File: src/design/nsm_pkg.sv
package nsm_pkg;

    localparam int NUM_STATES = 32;
    localparam int MASK_W     = 32;
    localparam int NUM_LIVE   = (NUM_STATES > MASK_W) ? MASK_W : NUM_STATES;
    localparam logic [MASK_W-1:0] LIVE_MASK = (NUM_LIVE >= MASK_W) ? {MASK_W{1'b1}}
                                              : MASK_W'((64'd1 << NUM_LIVE) - 64'd1);

    localparam int IDX_W     = 5;
    localparam int SYM_W     = 8;
    localparam int KIND_W    = 3;
    localparam int MEM_AW    = IDX_W + SYM_W;
    localparam int MEM_DEPTH = 1 << MEM_AW;
    localparam int TBL_DEPTH = 1 << IDX_W;

    localparam logic [IDX_W-1:0] LAST_IDX = IDX_W'(NUM_LIVE - 1);

    localparam int IN_DATA_W  = ((IDX_W + SYM_W + MASK_W + 7) / 8) * 8;
    localparam int OUT_DATA_W = 8;
    localparam int APB_AW     = 3;
    localparam int APB_DW     = 32;

    localparam logic [KIND_W-1:0] KIND_LOAD_BYTE = 3'd0;
    localparam logic [KIND_W-1:0] KIND_LOAD_EPS  = 3'd1;
    localparam logic [KIND_W-1:0] KIND_LOAD_WILD = 3'd2;
    localparam logic [KIND_W-1:0] KIND_START     = 3'd3;
    localparam logic [KIND_W-1:0] KIND_BYTE      = 3'd4;
    localparam logic [KIND_W-1:0] KIND_END       = 3'd5;

    localparam logic REG_START  = 1'b0;
    localparam logic REG_ACCEPT = 1'b1;

    typedef struct packed {
        logic             clr_step;
        logic             accept;
        logic             rd_en;
        logic [IDX_W-1:0] rd_idx;
        logic             set_from_move;
        logic             close_step;
        logic             commit;
        logic             mark_dead;
    } t_cmd;

    typedef struct packed {
        logic clr_last;
        logic closed;
        logic out_valid;
    } t_status;

endpackage

File: src/design/nsm_ctrl.sv
module nsm_ctrl
    import nsm_pkg::*;
(
    input  logic              i_clk,
    input  logic              i_rst_n,
    input  logic              i_s_tvalid,
    input  logic [KIND_W-1:0] i_kind,
    input  logic              i_m_tready,
    input  t_status           i_status,
    output logic              o_s_tready,
    output t_cmd              o_cmd
);

    typedef enum logic [2:0] {
        S_CLEAR,
        S_IDLE,
        S_MOVE,
        S_DRAIN,
        S_CLOSE
    } t_state;

    t_state           r_state, n_state;
    logic [IDX_W-1:0] r_cnt, n_cnt;
    logic             r_is_byte, n_is_byte;
    logic             accept;

    // in idle, an end word waits only when the result register is full and not draining
    assign o_s_tready = (r_state == S_IDLE) &&
                        ((i_kind != KIND_END) || !i_status.out_valid || i_m_tready);
    assign accept = i_s_tvalid && o_s_tready;

    always_comb begin
        o_cmd               = '0;
        o_cmd.clr_step      = (r_state == S_CLEAR);
        o_cmd.accept        = accept;
        o_cmd.rd_en         = (r_state == S_MOVE);
        o_cmd.rd_idx        = r_cnt;
        o_cmd.set_from_move = (r_state == S_DRAIN);
        o_cmd.close_step    = (r_state == S_CLOSE) && !i_status.closed;
        o_cmd.commit        = (r_state == S_CLOSE) && i_status.closed;
        o_cmd.mark_dead     = (r_state == S_CLOSE) && i_status.closed && r_is_byte;
    end

    always_comb begin
        n_state   = r_state;
        n_cnt     = r_cnt;
        n_is_byte = r_is_byte;
        unique case (r_state)
            S_CLEAR: begin
                if (i_status.clr_last) begin
                    n_state = S_IDLE;
                end
            end
            S_IDLE: begin
                if (accept && (i_kind == KIND_START)) begin
                    n_state   = S_CLOSE;
                    n_is_byte = 1'b0;
                end else if (accept && (i_kind == KIND_BYTE)) begin
                    n_state   = S_MOVE;
                    n_cnt     = '0;
                    n_is_byte = 1'b1;
                end
            end
            S_MOVE: begin
                if (r_cnt == LAST_IDX) begin
                    n_state = S_DRAIN;
                end else begin
                    n_cnt = r_cnt + 1'b1;
                end
            end
            S_DRAIN: begin
                n_state = S_CLOSE;
            end
            S_CLOSE: begin
                if (i_status.closed) begin
                    n_state = S_IDLE;
                end
            end
            default: begin
                n_state = S_IDLE;
            end
        endcase
    end

    always_ff @(posedge i_clk) begin
        if (!i_rst_n) begin
            r_state   <= S_CLEAR;
            r_cnt     <= '0;
            r_is_byte <= 1'b0;
        end else begin
            r_state   <= n_state;
            r_cnt     <= n_cnt;
            r_is_byte <= n_is_byte;
        end
    end

endmodule

File: config.mk
export PLATFORM = sky130hd
export DESIGN_NAME = nsm_ctrl
export DESIGN_NICKNAME = d
export VERILOG_FILES = /design/src/design/nsm_pkg.sv /design/src/design/nsm_ctrl.sv
export SDC_FILE = /design/constraint.sdc
export NUM_CORES = 1
export LEC_CHECK = 0
export BUFFER_PORTS_ARGS = -buffer_cell sky130_fd_sc_hd__buf_4
export CAP_MARGIN = 20
export CORE_AREA = 4 4 41 43
export CTS_BUF_LIST = sky130_fd_sc_hd__clkbuf_8
export DETAILED_ROUTE_END_ITERATION = 10
export DIE_AREA = 0 0 45 47
export PLACE_DENSITY_LB_ADDON = 0.1
export SETUP_SLACK_MARGIN = 0.4
export SLEW_MARGIN = 20
export SYNTH_ARGS = -nofsm -noshare
export SYNTH_HDL_FRONTEND = slang
export SYNTH_SLANG_ARGS = --single-unit
File: constraint.sdc
create_clock -name i_clk -period 5.9 [get_ports i_clk]
set_clock_uncertainty 0.2 [all_clocks]
set_input_delay 0.885 -clock i_clk [delete_from_list [all_inputs] [get_ports i_clk]]
set_output_delay 0.885 -clock i_clk [all_outputs]
set_load 0.01 [all_outputs]
==> results of run 1 <==
-- synth_stat cells --
library cell and instances:
a211oi_1 1, a21oi_1 7, a21oi_2 1, a311oi_1 1, and2_1 3, and2b_1 1, and3_1 2, and4b_1 1
and4bb_2 1, buf_4 1, buf_6 1, dfxtp_1 9, ha_1 2, inv_1 2, mux2i_1 2, nand2_1 4
nand3_1 1, nand3b_1 2, nand4_1 2, nand4b_1 2, nor2_1 6, nor2b_1 1, nor3_1 1, nor3b_2 1
nor4b_2 2, nor4bb_1 1, o21a_1 2, o21ai_0 2, o31ai_1 1, or3b_1 1
-- worst max-delay path: stages --
cell and delay [ns]:
buf_4 0.09, nor4bb_1 0.46, and2_1 0.20, buf_4 0.11
-- area by class of cell --
| cell class | instances | area [um2] | area share (%) |
|---|---|---|---|
| multi-input cells | 51 | 359.1 | 46.29 |
| flip-flops and latches | 9 | 180.2 | 23.23 |
| repair buffers | 22 | 165.2 | 21.29 |
| clock buffers | 3 | 41.29 | 5.323 |
| well taps | 15 | 18.77 | 2.419 |
| inverters | 2 | 7.507 | 0.9677 |
| clock inverters | 1 | 3.754 | 0.4839 |
-- logic make-up after synthesis --
| group | count (synthesis) | share of synthesized area (%) |
|---|---|---|
| and+or+nand+nor | 32 | 39.16 |
| buffers and inverters | 4 | 4.647 |
| AOI/OAI and AO/OA | 15 | 16.37 |
| adders and majority gates | 2 | 4.424 |
| DFF | 9 | 31.86 |
| muxes | 2 | 3.540 |
-- per-stage QoR --
stage | area (um2) | utilization [%] | instances
after floorplan | 565.5 | - | 64
after global placement | 730.7 | 56.15 | 99
after detailed placement | 730.7 | 56.15 | 99
after CTS | 775.7 | 59.62 | 103
after global routing | 775.7 | 59.62 | 103
final | 775.7 | 59.62 | 103
-- routing by layer --
metal | global-route usage [%] | vias to the layer above | part of all wire (%)
met2 | 20.90 | 25 | 43
li1 | - | 288 | -
met1 | 20.87 | 261 | 47
met5 | 0 | - | 0
met3 | 4.598 | 4 | 8.7
met4 | 7.018 | 0 | 1.5
-- power by group --
part	leakage [uW]	internal [uW]	switching [uW]
logic	0.000251	29.7	27.7
registers	0.0000731	65.7	11.1
clock network	0.0000269	45.4	25.6
total	0.000351	141	64.4
-- state kept, by name (all words and copies together), names as in the netlist --
register	flops
r_cnt	5
r_state	3
r_is_byte	1
-- how the worst min path moves through the flow --
stage / end / depth (start not counted) / start / slack [ns]
after floorplan: r_is_byte / 2 / r_is_byte / 0.29
after global placement: r_cnt[4] / 2 / r_cnt[4] / 0.27
after detailed placement: r_cnt[4] / 2 / r_cnt[4] / 0.29
after CTS: r_cnt[4] / 2 / r_cnt[4] / 0.30
after global routing: r_cnt[4] / 2 / r_cnt[4] / 0.31
final: r_cnt[4] / 2 / r_cnt[4] / 0.30
==> results.sh, run 1 <==
export IMPL_route_detailed_drc=0
export IMPL_hold_ws_ns=0.2974
export IMPL_cts_hold_buffers=0
export IMPL_power_leakage_uw=0.0003513
export IMPL_grtUsageTotal_pct=14.98
export IMPL_grt_first_pass_wirelength_um=2283
export IMPL_clockRootBuffer="clkbuf_8"
export IMPL_gp_congestion=0.7057
export IMPL_timing_slew_headroom_pct=59.54
export IMPL_yosysSeqAreaShare_pct=31.86
export IMPL_crit_end="o_cmd[0]"
export IMPL_layout_setup_ws_ns=3.063
export IMPL_reg2reg_from="r_cnt[0]"
export IMPL_min_path_type="reg2reg"
export IMPL_crit_fanout=2
export IMPL_rsz0062_at_grt="false"
export IMPL_dpl_hpwl_um=1040
export IMPL_ant_nets=0
export IMPL_synth_cells=64
export IMPL_grt_overflow=0
export IMPL_antenna_cells=0
export IMPL_setup_tns_ns=0
export IMPL_pin_count=23
export IMPL_dr_pass1_iters=4
export IMPL_wl_per_cell_um=13.34
export IMPL_clk_latency_ns=0.23
export IMPL_synth_nets=76
export IMPL_drv_slew=0
export IMPL_htreeDepth=1
export IMPL_r2r_end="r_cnt[2]"
export IMPL_worst_pin_slew_ns=0.6053
export IMPL_core_rowCount=13
export IMPL_reg2reg_slack_ns=3.67
export IMPL_cts_buffers=3
export IMPL_fin_crit_sh_pct=48.09
export IMPL_start_util_pct=43.46
export IMPL_post_cts_setup_buffer_count=0
export IMPL_clock_sinks=9
export IMPL_synth_top_area_cell="dfxtp_1"
export IMPL_reg2reg_depth=7
export IMPL_drive_above_1_share_pct=34.09
export IMPL_synth_seq_cells=9
export IMPL_wl_um=1374
export IMPL_finalHoldViolations=0
export IMPL_yosysUniqueCellTypes=30
export IMPL_num_vias=578
export IMPL_final_common_cell="buf_4"
export IMPL_max_cap_violations=0
export IMPL_setup_viol=0
export IMPL_layout_nets=101
export IMPL_clockBufferDepth=2
export IMPL_synth_area_leaders="dfxtp_1 (32%), a21oi_1 (6.2%), nor4b_2 (5.3%)"
export IMPL_required_ns=4.82
export IMPL_yosys_warnings=0
export IMPL_syn_area_um2=565.5
export IMPL_core_area_um2=1301
export IMPL_vdd_drop_max_v=0.0001475
export IMPL_preCtsSetupSlack_ns=3.114
export IMPL_avgViaCountPerCell=5.612
export IMPL_arrival_ns=1.75
export IMPL_synth_area_per_cell_um2=8.837
export IMPL_layout_min_cycle_time_ns=2.837
export IMPL_crit_start="i_status[1]"
export IMPL_cts_tree="yes"
export IMPL_power_uw=205.2
export IMPL_grt_pass1_vias=513
export IMPL_cellPowerDensity_nw_per_um2=264.6
export IMPL_final_cell_mix="buf_4 (22), dfxtp_1 (9), a21oi_1 (7), nor2_1 (6), nand2_1 (4)"
export IMPL_end_kind="primary output"
export IMPL_clkSlewWorstSetupHoldPaths_ns=0.05
export IMPL_antenna_found_initial=0
export IMPL_critical_path_class="in2out"
export IMPL_synth_top_area_share_pct=31.86
export IMPL_die_w_um=45
export IMPL_port_buffers=22
export IMPL_grt_start_max_net_pins=14
export IMPL_fill_cells=136
export IMPL_setup_worst_path_start_class="input port"
export IMPL_die_area_um2=2115
export IMPL_area_delta_synth_final_pct=37.17
export IMPL_post_cts_resized=0
export IMPL_drt_iter0_drc=3
export IMPL_fmax_mhz=352.4
export IMPL_status="complete, no violations"
export IMPL_die_h_um=47
(Power assumes the default switching activity.)
==> run 2: changes to the inputs <==
--- a/config.mk
+++ b/config.mk
@@ -5,12 +5,13 @@
 export SDC_FILE = /design/constraint.sdc
 export NUM_CORES = 1
 export LEC_CHECK = 0
+export ABC_AREA = 1
 export BUFFER_PORTS_ARGS = -buffer_cell sky130_fd_sc_hd__buf_4
 export CAP_MARGIN = 20
-export CORE_AREA = 4 4 41 43
+export CORE_MARGIN = 4
+export CORE_UTILIZATION = 50
 export CTS_BUF_LIST = sky130_fd_sc_hd__clkbuf_8
 export DETAILED_ROUTE_END_ITERATION = 10
-export DIE_AREA = 0 0 45 47
 export PLACE_DENSITY_LB_ADDON = 0.1
 export SETUP_SLACK_MARGIN = 0.4
 export SLEW_MARGIN = 20
==> constraint.sdc (replaced) <==
create_clock -name i_clk -period 2.7 [get_ports i_clk]
set_clock_uncertainty 0.2 [all_clocks]
set_input_delay 0.405 -clock i_clk [delete_from_list [all_inputs] [get_ports i_clk]]
set_output_delay 0.405 -clock i_clk [all_outputs]
set_load 0.01 [all_outputs]
==> run 2 against run 1 <==
Compared with the run above:
- sequential share of layout area down 2.8 points
- routed wire length grew 4.0%
- hold slack lost 0.065 ns
==> results.sh, run 2 <==
export IMPL_yosys_warnings=0
export IMPL_cts_buffers=3
export IMPL_grt_most_used_layer="met2"
export IMPL_stdcell_area_um2=883.3
export IMPL_clk_latency_ns=0.24
export IMPL_post_cts_resized=0
export IMPL_synth_top_area_share_pct=26.97
export IMPL_critical_path_class="reg2out"
export IMPL_route_detailed_drc=0
export IMPL_required_ns=2.10
export IMPL_clockBufferDepth=2
export IMPL_clkSlewWorstSetupHoldPaths_ns=0.04
export IMPL_area_delta_synth_final_pct=32.21
export IMPL_finalHoldViolations=0
export IMPL_setup_viol=0
export IMPL_antenna_found_initial=0
export IMPL_wl_per_cell_um=10.13
export IMPL_die_h_um=44.56
export IMPL_largest_reg_flops=5
export IMPL_post_cts_setup_buffer_count=0
export IMPL_cts_hold_buffers=0
export IMPL_cellPowerDensity_nw_per_um2=1034
export IMPL_crit_chain="nand2_2, nor2_4, nand2_1, inv_1, nand2_1, inv_1, buf_4"
export IMPL_final_common_cell="nand2_1"
export IMPL_yosysSeqAreaShare_pct=26.97
export IMPL_yosysUniqueCellTypes=26
export IMPL_grt_pass1_vias=633
export IMPL_min_path_type="in2reg"
export IMPL_hold_ws_ns=0.2327
export IMPL_antenna_cells=0
export IMPL_fill_cells=104
export IMPL_layout_min_cycle_time_ns=1.961
export IMPL_top_regs="r_cnt x5, r_state x3, r_is_byte x1"
export IMPL_path_delay_family="simple AND/OR/NAND/NOR gates"
export IMPL_pin_count=23
export IMPL_synth_area_leaders="dfxtp_1 (27%), nand2_1 (13%), nand3_1 (8.2%)"
export IMPL_crit_buf_inv=3
export IMPL_max_cap_violations=0
export IMPL_synth_top_area_cell="dfxtp_1"
export IMPL_htreeDepth=1
export IMPL_drt_iter0_drc=16
export IMPL_dr_pass1_iters=4
export IMPL_setup_worst_path_start_class="flip-flop"
export IMPL_critPathSlowestCell="dfxtp_1"
export IMPL_seq_area_um2=180.2
export IMPL_synthArstFlopShare_pct=0
export IMPL_fmax_mhz=510.1
export IMPL_synth_edf_count=0
export IMPL_worst_pin_slew_ns=0.4391
export IMPL_die_w_um=44.56
export IMPL_vdd_drop_max_v=0.0006727
export IMPL_core_area_um2=1186
export IMPL_clockRootBuffer="clkbuf_8"
export IMPL_synth_most_common_cell="nand2_1"
export IMPL_status="complete, no violations"
export IMPL_fin_crit_sh_pct=72.61
export IMPL_gp_congestion=0.8479
export IMPL_grtUsageTotal_pct=17.60
export IMPL_synth_area_per_cell_um2=6.487
export IMPL_cpPeakStageDelay_ns=0.42
export IMPL_start_util_pct=56.33
export IMPL_clock_sinks=9
export IMPL_synth_common_cells="nand2_1 (23), inv_1 (14), nor2_1 (13)"
export IMPL_ant_nets=0
export IMPL_fin_cells=141
export IMPL_rsz0062_at_grt="false"
export IMPL_dpl_cell_count=137
export IMPL_arrival_ns=1.36
export IMPL_use_met1_pct=22.71
export IMPL_grt_first_pass_wirelength_um=2622
export IMPL_place_area_um2=838.3
export IMPL_use_met2_pct=28.08
export IMPL_multi_input_area_um2=407.9
export IMPL_port_buffers=22
export IMPL_layout_nets=140
export IMPL_grt_start_max_net_pins=11
export IMPL_power_uw=913.2
export IMPL_grt_overflow=0
export IMPL_drive_above_1_share_pct=31.50
export IMPL_die_area_um2=1985
export IMPL_num_vias=692
export IMPL_grt_util_met3_pct=2.439
export IMPL_avgViaCountPerCell=4.908
export IMPL_dpl_hpwl_um=1135
export IMPL_end_kind="primary output"
export IMPL_power_leakage_uw=0.0004691
export IMPL_final_cell_mix="nand2_1 (23), buf_4 (22), inv_1 (15), nor2_1 (13), nand3_1 (11)"
export IMPL_synth_nets=115
export IMPL_top_register="r_cnt"
export IMPL_wl_um=1429
export IMPL_crit_fanout=7
export IMPL_synth_seq_cells=9
export IMPL_syn_area_um2=668.1
export IMPL_setup_tns_ns=0
export IMPL_synthFlopType="dfxtp_1"
export IMPL_drv_slew=0
export IMPL_timing_slew_headroom_pct=70.63
export IMPL_core_rowCount=12
export IMPL_synth_cells=103
export IMPL_cts_tree="yes"
run 2: path summary, 6_finish.rpt:
check             startpoint         end  slack, ns  depth (start not counted)
setup / recovery  r_state[0]   o_cmd[10]       0.74                          7
hold / removal       i_rst_n  r_state[0]       0.23                          3
setup reg to reg    r_cnt[0]  r_state[1]       0.92                         11
hold reg to reg    r_is_byte   r_is_byte       0.29                          2
run 2: metal layers:
layer / share of wire, % / wire, um
met5: 0 / 0
met4: 1.9 / 27
met3: 5.5 / 78
met2: 47 / 672
met1: 45 / 650
run 2: cell families after synthesis:
family,after synthesis,share of synthesized area [%]
fa+ha+maj,2,3.745
compound gates,11,9.363
flops,9,26.97
buf+inv,20,11.98
simple gates,61,47.94
run 2: area by class of cell:
type                    instances  area share, %
clock buffers                   3          4.674
clock inverters                 1         0.4249
inverters                      18          7.649
multi-input cells              74          46.18
flip-flops and latches          9          20.40
well taps                      14          1.983
repair buffers                 22          18.70
run 2: stage by stage:
step                      util, %  setup WS [ns]
after floorplan                 -         0.9898
after global placement      70.68         0.9968
after detailed placement    70.68         0.9379
after CTS                   74.47         0.7162
after global routing        74.47         0.5802
final                       74.47         0.7395
run 2: tightest hold or removal path, cell delays in order:
cell and delay, ns:
buf_4 0.13, nand2_1 0.06, inv_1 0.04
run 2: power breakdown:
group	switching, uW	internal, uW	leakage [uW]
sequential	63.4	181	0.0000737
clock	58.2	99.5	0.0000269
combinational	293	218	0.000368
total	415	498	0.000469
==> run 3: changes to the inputs <==
--- a/config.mk
+++ b/config.mk
@@ -9,7 +9,7 @@
 export BUFFER_PORTS_ARGS = -buffer_cell sky130_fd_sc_hd__buf_4
 export CAP_MARGIN = 20
 export CORE_MARGIN = 4
-export CORE_UTILIZATION = 50
+export CORE_UTILIZATION = 45
 export CTS_BUF_LIST = sky130_fd_sc_hd__clkbuf_8
 export DETAILED_ROUTE_END_ITERATION = 10
 export PLACE_DENSITY_LB_ADDON = 0.1
==> constraint.sdc (replaced) <==
create_clock -name i_clk -period 1.6 [get_ports i_clk]
set_clock_uncertainty 0.2 [all_clocks]
set_input_delay 0.24 -clock i_clk [delete_from_list [all_inputs] [get_ports i_clk]]
set_output_delay 0.24 -clock i_clk [all_outputs]
set_load 0.01 [all_outputs]
==> run 3 against run 2 <==
Compared with the run above:
- the flow now finishes with violations (negative setup slack)
- routed wire length up 100%
- worst setup slack worse by 0.87 ns
- utilization up 19 points
- flip-flop and latch count unchanged
- clock-buffer cell count unchanged
- first-iteration DRC count rose to 4.1 times the previous value
- critical path depth up 3
- global-route usage up 2.9 points
- via count up 32%
- register-to-register slack worse by 1.0 ns
- hold slack worse by 0.16 ns
- highest routed layer unchanged
==> results.sh, run 3 (same netlist as run 2, synthesis figures left out) <==
export IMPL_die_w_um=46.53
export IMPL_multi_input_area_um2=521.8
export IMPL_power_uw=2324
export IMPL_max_cap_violations=0
export IMPL_cellPowerDensity_nw_per_um2=1845
export IMPL_fill_cells=50
export IMPL_cts_tree="yes"
export IMPL_top_regs="r_cnt x5, r_state x3, r_is_byte x1"
export IMPL_status="complete, but fails checks"
export IMPL_num_vias=911
export IMPL_grt_start_max_net_pins=11
export IMPL_grt_overflow=0
export IMPL_clockBufferDepth=2
export IMPL_timing_slew_headroom_pct=83.63
export IMPL_area_delta_synth_final_pct=88.58
export IMPL_die_area_um2=2165
export IMPL_layout_min_cycle_time_ns=1.728
export IMPL_setup_worst_path_start_class="flip-flop"
export IMPL_dpl_hpwl_um=1303
export IMPL_arrival_ns=1.69
export IMPL_port_buffers=22
export IMPL_pin_count=23
export IMPL_htreeDepth=1
export IMPL_seq_area_um2=201.4
export IMPL_required_ns=1.56
export IMPL_vdd_drop_max_v=0.001408
export IMPL_crit_fanout=4
export IMPL_rsz0062_at_grt="true"
export IMPL_finalHoldViolations=0
export IMPL_layout_nets=162
export IMPL_reg2reg_from="r_state[2]"
export IMPL_route_detailed_drc=0
export IMPL_final_core_util_pct=93.33
export IMPL_cts_buffers=3
export IMPL_wl_per_cell_um=17.40
export IMPL_grt_first_pass_wirelength_um=3105
export IMPL_power_leakage_uw=0.0005995
export IMPL_drive_above_1_share_pct=60.40
export IMPL_fmax_mhz=578.8
export IMPL_clk_latency_ns=0.25
export IMPL_drt_iter0_drc=65
export IMPL_antenna_cells=0
export IMPL_end_kind="flip-flop"
export IMPL_dr_pass1_iters=4
export IMPL_core_rowCount=13
export IMPL_hold_ws_ns=0.06786
export IMPL_top_register="r_cnt"
export IMPL_layout_setup_ws_ns=-0.1276
export IMPL_avgViaCountPerCell=5.555
export IMPL_start_util_pct=49.49
export IMPL_ant_nets=0
export IMPL_clockRootBuffer="clkbuf_8"
export IMPL_drv_slew=0
export IMPL_final_common_cell="buf_4"
export IMPL_min_from="i_rst_n"
export IMPL_largest_reg_flops=5
export IMPL_crit_start="r_state[2]"
export IMPL_fin_crit_sh_pct=108.0
export IMPL_gp_congestion=0.7525
export IMPL_core_area_um2=1350
export IMPL_die_h_um=46.53
export IMPL_grt_pass1_vias=753
export IMPL_wl_um=2854
export IMPL_antenna_found_initial=0
export IMPL_worst_pin_slew_ns=0.2449
export IMPL_min_path_type="in2reg"
export IMPL_clkSlewWorstSetupHoldPaths_ns=0.05
export IMPL_violations="negative setup slack"
export IMPL_final_cell_mix="buf_4 (26), nand2_1 (19), buf_6 (18), inv_1 (12), nor2_1 (10)"
export IMPL_setup_viol=9
export IMPL_critical_path_class="reg2reg"
export IMPL_clock_sinks=9
export IMPL_grtUsageTotal_pct=20.49
## run 3: changes by cell type in the layout (fill, tap and decap cells not counted), moves of 3 or more
cell and delta:
buf_6 +18, dfxtp_1 -7, dfxtp_4 +5, nand3_1 -5, buf_4 +4, nand2_1 -4, inv_1 -3, inv_4 +3
nand2_2 +3, nand3_2 +3, nor2_1 -3
## run 3: layout make-up
class / count / area share [%]
clock buffers: 3 / 3.277
clock inverters: 1 / 0.2979
inverters: 18 / 5.958
multi-input cells: 74 / 41.41
flip-flops and latches: 9 / 15.99
well taps: 15 / 1.490
repair buffers: 44 / 31.58
## run 3: final timing paths
kind / slack (ns) / cells past startpoint / endpoint
min: 0.07 / 3 / r_state[0]
min reg2reg: 0.30 / 2 / r_is_byte
max: -0.13 / 10 / r_state[1]
max reg2reg: -0.13 / 10 / r_state[1]
## run 3: per-stage QoR
step	instances	worst slack, ns	area, um2	setup TNS (ns)
after detailed placement	144	-0.01143	949.7	-0.02392
after floorplan	103	0.05356	733.2	0
after global placement	144	0.03940	949.7	0
final	164	-0.1276	1260	-0.4452
after global routing	164	-0.1763	1260	-0.9683
after CTS	156	0.03006	1117	0
## run 3: layer usage
metal / GRT usage, % / up-vias / wire length [um]
met5: 0 / - / 0
li1: - / 424 / -
met1: 21.25 / 414 / 1126
met2: 37.91 / 61 / 1381
met3: 4.297 / 12 / 250
met4: 10.23 / 0 / 95
## run 3: where the power goes
group / internal (uW) / switching, uW / leakage [uW]
clock network: 169 / 111 / 0.0000269
registers: 338 / 123 / 0.0000780
logic: 755 / 828 / 0.000495
## run 3: what timing repair did
action	CTS	global route
setup endpoints to repair	19	21
buffers inserted	8	8
pin swaps	6	5
gates cloned	0	0
hold buffers	0	0
gates resized for setup	19	21
## run 3: critical path, stage by stage (launching register included)
cell	delay (ns)
dfxtp_4	0.36
buf_6	0.14
nor3_4	0.23
buf_6	0.14
buf_4	0.11
nand2_2	0.07
nand3_4	0.08
nor2_2	0.05
nand2_1	0.07
nand2_1	0.05
a21oi_1	0.14
